==> src/rtl/skl_pkg.sv <==
// Shared types and constants of the sorted key table lookup block.
package skl_pkg;

  // Widths fixed by the item and register formats.
  localparam int unsigned KEY_W        = 64;
  localparam int unsigned OFFSET_W     = 32;
  localparam int unsigned POS_W        = 10;
  localparam int unsigned INDEX_W      = 13;
  localparam int unsigned NSTR_W       = 11;
  localparam int unsigned NLANG_W      = 4;
  localparam int unsigned SLOT_W       = 3;
  localparam int unsigned ACTION_W     = 2;
  localparam int unsigned CFG_ADDR_W   = 4;
  localparam int unsigned CFG_DATA_W   = 32;
  localparam int unsigned S_TDATA_W    = 112;
  localparam int unsigned M_TDATA_W    = 48;

  // Register indexes, taken from paddr[3:2].
  localparam logic [1:0] REG_NUM_STRINGS   = 2'd0;
  localparam logic [1:0] REG_NUM_LANGUAGES = 2'd1;
  localparam logic [1:0] REG_LANGUAGE_SLOT = 2'd2;

  typedef enum logic [ACTION_W-1:0] {
    ACT_WR_KEY = 2'd0,
    ACT_WR_OFF = 2'd1,
    ACT_LOOKUP = 2'd2,
    ACT_NOP    = 2'd3
  } action_e;

  typedef enum logic [2:0] {
    ST_IDLE,
    ST_PROBE,
    ST_MUL,
    ST_REDUCE,
    ST_OFF_RD,
    ST_DONE
  } state_e;

  typedef struct packed {
    logic [NSTR_W-1:0]  num_strings;
    logic [NLANG_W-1:0] num_languages;
    logic [SLOT_W-1:0]  language_slot;
  } cfg_t;

  typedef struct packed {
    logic                found;
    logic [OFFSET_W-1:0] string_offset;
    logic [POS_W-1:0]    key_position;
  } res_t;

endpackage

==> src/rtl/skl_ctrl.sv <==
// Search sequencer: binary search over the key memory, then the offset read.
module skl_ctrl import skl_pkg::*; #(
  parameter int unsigned MAX_KEYS  = 1024,
  parameter int unsigned MAX_LANGS = 8,
  localparam int unsigned DEPTH = MAX_KEYS * MAX_LANGS,
  localparam int unsigned KW    = (MAX_KEYS > 1) ? $clog2(MAX_KEYS) : 1,
  localparam int unsigned OW    = (DEPTH > 1) ? $clog2(DEPTH) : 1
) (
  input  logic                clk_i,
  input  logic                rst_ni,
  input  logic                start_i,
  input  logic [KEY_W-1:0]    key_i,
  input  cfg_t                cfg_i,
  output logic                idle_o,
  output logic                key_rd_en_o,
  output logic [KW-1:0]       key_rd_addr_o,
  input  logic [KEY_W-1:0]    key_rd_data_i,
  output logic                off_rd_en_o,
  output logic [OW-1:0]       off_rd_addr_o,
  input  logic [OFFSET_W-1:0] off_rd_data_i,
  output logic                res_valid_o,
  output res_t                res_o,
  input  logic                res_take_i
);

  // Search bounds hold values up to MAX_KEYS; sums get one more bit.
  localparam int unsigned BW  = KW + 1;
  localparam int unsigned SW  = BW + 1;
  localparam int unsigned OIW = KW + NLANG_W + 1;

  state_e              state_q, state_d;
  logic [KEY_W-1:0]    key_q, key_d;
  logic [BW-1:0]       first_q, first_d;
  logic [BW-1:0]       end_q, end_d;
  logic [KW-1:0]       mid_q, mid_d;
  logic [OIW-1:0]      oidx_q, oidx_d;
  res_t                res_q, res_d;

  logic [BW-1:0]       n_w;
  logic [NLANG_W-1:0]  nl_w;
  logic [SW-1:0]       mid0_w;
  logic [SW-1:0]       mid_e, first_e, end_e;
  logic [SW-1:0]       next_mid_w;
  logic                cont_w;

  // Effective entry count and languages per key.
  always_comb begin
    if (32'(cfg_i.num_strings) > 32'(MAX_KEYS)) begin
      n_w = BW'(MAX_KEYS);
    end else begin
      n_w = BW'(cfg_i.num_strings);
    end
    if (cfg_i.num_languages == '0) begin
      nl_w = NLANG_W'(1);
    end else if (32'(cfg_i.num_languages) > 32'(MAX_LANGS)) begin
      nl_w = NLANG_W'(MAX_LANGS);
    end else begin
      nl_w = cfg_i.num_languages;
    end
  end

  assign mid0_w  = (SW'(n_w) - SW'(1)) >> 1;
  assign mid_e   = SW'(mid_q);
  assign first_e = SW'(first_q);
  assign end_e   = SW'(end_q);

  always_ff @(posedge clk_i or negedge rst_ni) begin
    if (!rst_ni) begin
      state_q <= ST_IDLE;
    end else begin
      state_q <= state_d;
    end
  end

  always_ff @(posedge clk_i) begin
    key_q   <= key_d;
    first_q <= first_d;
    end_q   <= end_d;
    mid_q   <= mid_d;
    oidx_q  <= oidx_d;
    res_q   <= res_d;
  end

  always_comb begin
    state_d       = state_q;
    key_d         = key_q;
    first_d       = first_q;
    end_d         = end_q;
    mid_d         = mid_q;
    oidx_d        = oidx_q;
    res_d         = res_q;
    key_rd_en_o   = 1'b0;
    key_rd_addr_o = mid_q;
    off_rd_en_o   = 1'b0;
    off_rd_addr_o = OW'(oidx_q);
    res_valid_o   = 1'b0;
    next_mid_w    = '0;
    cont_w        = 1'b0;

    case (state_q)
      ST_IDLE: begin
        if (start_i) begin
          key_d   = key_i;
          first_d = '0;
          end_d   = n_w;
          if (n_w != '0) begin
            key_rd_en_o   = 1'b1;
            key_rd_addr_o = KW'(mid0_w);
            mid_d         = KW'(mid0_w);
            state_d       = ST_PROBE;
          end else begin
            res_d   = '0;
            state_d = ST_DONE;
          end
        end
      end

      // The probed key is on the read port; the next probe is issued in
      // the same cycle.
      ST_PROBE: begin
        if (key_rd_data_i == key_q) begin
          state_d = ST_MUL;
        end else begin
          if (key_rd_data_i < key_q) begin
            first_d    = BW'(mid_e + SW'(1));
            cont_w     = (mid_e + SW'(1)) < end_e;
            next_mid_w = (mid_e + end_e) >> 1;
          end else begin
            end_d      = BW'(mid_q);
            cont_w     = first_e < mid_e;
            next_mid_w = (first_e + mid_e - SW'(1)) >> 1;
          end
          if (cont_w) begin
            key_rd_en_o   = 1'b1;
            key_rd_addr_o = KW'(next_mid_w);
            mid_d         = KW'(next_mid_w);
          end else begin
            res_d   = '0;
            state_d = ST_DONE;
          end
        end
      end

      ST_MUL: begin
        oidx_d  = OIW'(mid_q) * OIW'(nl_w) + OIW'(cfg_i.language_slot);
        state_d = ST_REDUCE;
      end

      // Wrap the offset index into the table; one subtraction per cycle.
      ST_REDUCE: begin
        if (32'(oidx_q) >= 32'(DEPTH)) begin
          oidx_d = oidx_q - OIW'(DEPTH);
        end else begin
          off_rd_en_o = 1'b1;
          state_d     = ST_OFF_RD;
        end
      end

      ST_OFF_RD: begin
        res_d.found         = 1'b1;
        res_d.string_offset = off_rd_data_i;
        res_d.key_position  = POS_W'(mid_q);
        state_d             = ST_DONE;
      end

      ST_DONE: begin
        res_valid_o = 1'b1;
        if (res_take_i) begin
          state_d = ST_IDLE;
        end
      end

      default: begin
        state_d = ST_IDLE;
      end
    endcase
  end

  assign idle_o = (state_q == ST_IDLE);
  assign res_o  = res_q;

endmodule

==> config.mk <==
export PLATFORM = sky130hd
export DESIGN_NAME = skl_ctrl
export DESIGN_NICKNAME = d
export VERILOG_FILES = /design/src/rtl/skl_pkg.sv /design/src/rtl/skl_ctrl.sv
export SDC_FILE = /design/constraint.sdc
export NUM_CORES = 1
export LEC_CHECK = 0
export BUFFER_PORTS_ARGS = -buffer_cell sky130_fd_sc_hd__buf_2
export CAP_MARGIN = 10
export CORE_MARGIN = 5
export CORE_UTILIZATION = 40
export DETAILED_ROUTE_END_ITERATION = 7
export HOLD_SLACK_MARGIN = 0.05
export PLACE_DENSITY = 0.71
export REMOVE_ABC_BUFFERS = 1
export SLEW_MARGIN = 10
export SYNTH_ARGS = -nofsm -noshare
export SYNTH_HDL_FRONTEND = slang
export SYNTH_SLANG_ARGS = --single-unit
==> constraint.sdc <==
create_clock -name clk_i -period 5.9 [get_ports clk_i]
set_clock_uncertainty 0.2 [all_clocks]
set_input_delay 0.885 -clock clk_i [delete_from_list [all_inputs] [get_ports clk_i]]
set_output_delay 0.885 -clock clk_i [all_outputs]
set_load 0.1 [all_outputs]
==> results.md <==
- Outcome: finished clean
- Max_slew headroom: 0.443
- Die area: 29900 um2
- Clk slew on worst S/H paths: roughly 0.06 ns
- Largest net degree at the start of global routing: 65
- Crit start category: input port
- Synthesized flop and latch total: 157
- Area occupied by multi-input gates: 5330 um2
- Placed cell area: 12400 um2
- M2 GR Usage: 0.328
- Remaining DRCs: 0
- Cell Area, Synth: 10600 um2
- Fin crit period: ~5.4 ns
- Ys Warns: 0
- Crit path required time: between 5 and 6 ns
- TritonCTS Sinks: 157
- Final setup violation count: 0
- CTS resizes: 0
- Worst hold path class: register to register
- Mapped Avg Cell Area: 10.5 um2
- Busiest grt layer: met2
- Worst-Margin Slew: 0.836 ns
- Core ar.: 26100 um2
- Netlist cell types: about 60
- Antenna violations before repair: 1
- Sequential fraction of the synthesis area: 0.433
- DRT Wirelength: 28.7 mm
- Port bufs: 251
- Starting Density: 0.407
- Worst Setup Path Type: input port to register
- Clk Latency, worst-skew pair: 0.43 ns
- Final Hold Vio Count: 0
- Share of layout cells above drive strength 1: 0.243
- CP peak stage delay: approximately 0.67 ns
- Syn-to-layout area delta: 22.3%
- Die W: 173 um
- Fill cells: 2425
- DIE HEIGHT: 173 um
- GRT met3 Usage: 0.0467
- Fin util: 0.498
- Fin area: 13000 um2
- Largest fanout on the critical path: 22
- FF+latch area: 4600 um2
- Vias: 8483
- Num rows: 59
- Root Buffer Master: clkbuf_16
- DR WL/cell: between 15 and 20 um
- First-pass GRT wire length: 45.9 mm
- GRT Overall Usage: 0.190
- Placer Congestion: just under 0.9
- CTS H-tree lvls: 4
- DPL Wire Length: roughly 23 mm
- Cells after synthesis: a little over 1000
- Num ports: 252
- DRT antenna net count: 0
- Final max-slew violation count: 0
- Total Negative Setup Slacks: 0 ns
- Fin crit share: 0.912
- CP dominant cell by count: ha_1
- Synth Flop Type: edfxtp_1
- Slowest CP cell: a2111oi_0
- WP data arrival: 5.34 ns
- Max-cap violation count: 0
- TritonCTS clock tree: done
- Clk buf depth: 2
- CTS buffer count: 17
- Grt met1 use: 0.241
- Final std cells w/o fill: 1608
- Nets: 1606
- Total congestion overflow: 0
- Worst-path cell chain: buf_2, nor2b_1, buf_4, and2_1, ha_1, ha_1, fa_1, ha_1, a21o_1, a21oi_1, o21bai_1, a2111oi_0, o41ai_1, a211oi_1, nor2_1, a2111oi_0, a211oi_1
- Dpl cells: 1574
- Vias in the first global route: 8811
- Post-synth EDFFs: 144
- Async SR Flop Fraction: 0.0191
- Setup crit end kind: register
- Setup repair after global routing missed its margin: no
- Total iterations of the first detailed-routing run: 5
- Starting DRC count in detailed routing: approximately 520
- Fmax: around 190 MHz
- Vias per inst: 5.28
-- cell families after synthesis --
kind of cell               share of synthesized area
AOI/OAI and AO/OA                             0.0991
xor gates and xnor gates                      0.0347
adders and majority gates                      0.209
buffers and inverters                         0.0654
DFF                                            0.433
muxes                                        0.00990
and+or+nand+nor                                0.149
-- flip-flops by register name, summed over array words and instances, names as in the netlist --
signal   flops
res_o       43
end_q       11
mid_q       10
state_q      3
key_q       64
first_q     11
oidx_q      15
-- area by class of cell --
class	instances	area share
repair buffers	269	0.120
clock inverters	15	0.0124
multi-input cells	684	0.411
clock buffers	17	0.0328
diodes	1	0.000193
flip-flops and latches	157	0.354
well taps	335	0.0323
inverters	130	0.0376
-- metrics by stage --
step                      setup slack [ns]  hold slack (ns)
final                                0.519            0.380
after detailed placement             0.201            0.374
after global placement               0.319            0.371
after floorplan                      -1.46            0.349
after CTS                            0.561            0.384
after global routing                 0.221            0.405
-- worst max-delay path: cells and delay by family --
family          cells  cell delay (ns)
compound gates      8             2.21
fa+ha+maj           4             1.40
buf+inv             2             0.47
simple gates        3             0.40
-- cells in the final DEF, fill, tap and decap left out, types with 9 or more instances in the layout --
cell type	count
nand4_1	17
o21ai_0	39
fa_1	20
nor3_1	31
buf_4	16
buf_12	11
nand3_1	15
and3_1	47
xor2_1	11
a21oi_1	47
ha_1	145
nor2b_1	9
xnor2_1	31
buf_2	241
nor2_1	59
and2_1	42
edfxtp_1	144
nand2_1	55
clkbuf_16	17
a21o_1	15
dfxtp_1	10
inv_1	128
-- layer usage --
layer / up-vias / part of all wire
met5: - / 0
met4: 0 / 0.018
met3: 33 / 0.077
met2: 339 / 0.49
met1: 4029 / 0.42
li1: 4082 / -
-- Yosys cell counts, types with 4 or more instances --
cell	count	share of area
o41ai_1	5	0.0041
dfxtp_1	10	0.019
nand3_1	15	0.0071
nand4_1	17	0.010
xnor2_1	31	0.026
a211oi_1	5	0.0035
inv_1	129	0.046
a21oi_1	47	0.022
xor2_1	11	0.0091
edfxtp_1	144	0.41
and3_1	47	0.028
clkbuf_1	26	0.0092
mux2i_1	6	0.0057
nor2b_1	9	0.0053
nor3_1	31	0.015
o211ai_1	7	0.0050
a221o_1	7	0.0066
or3_1	7	0.0041
nand2_1	55	0.019
buf_4	13	0.0092
fa_1	20	0.038
ha_1	145	0.17
nand2b_1	7	0.0041
nor2_1	61	0.022
a21o_1	15	0.011
and2_1	42	0.025
o21ai_0	39	0.018
a221oi_1	4	0.0033
-- timing repair --
| action | CTS | global route |
|---|---|---|
| buffers inserted | 0 | 0 |
| endpoints found under the hold margin | 3 | 0 |
| hold buffers | 1 | 0 |
-- final timing paths --
path / start / endpoint / slack, ns / cells after the start
max: cfg_i[6] / oidx_q[14] / 0.52 / 17
min: oidx_q[13] / oidx_q[13] / 0.38 / 1
max reg2reg: mid_q[1] / oidx_q[14] / 0.80 / 14
min reg2reg: oidx_q[13] / oidx_q[13] / 0.38 / 1
max in group asynchronous: rst_ni / state_q[0] / 4.77 / 2
min in group asynchronous: rst_ni / state_q[1] / 0.62 / 2
Power is left out: the tool's default activity adds up to more than one toggle a clock period on the data nets, which glitch-free logic cannot reach.
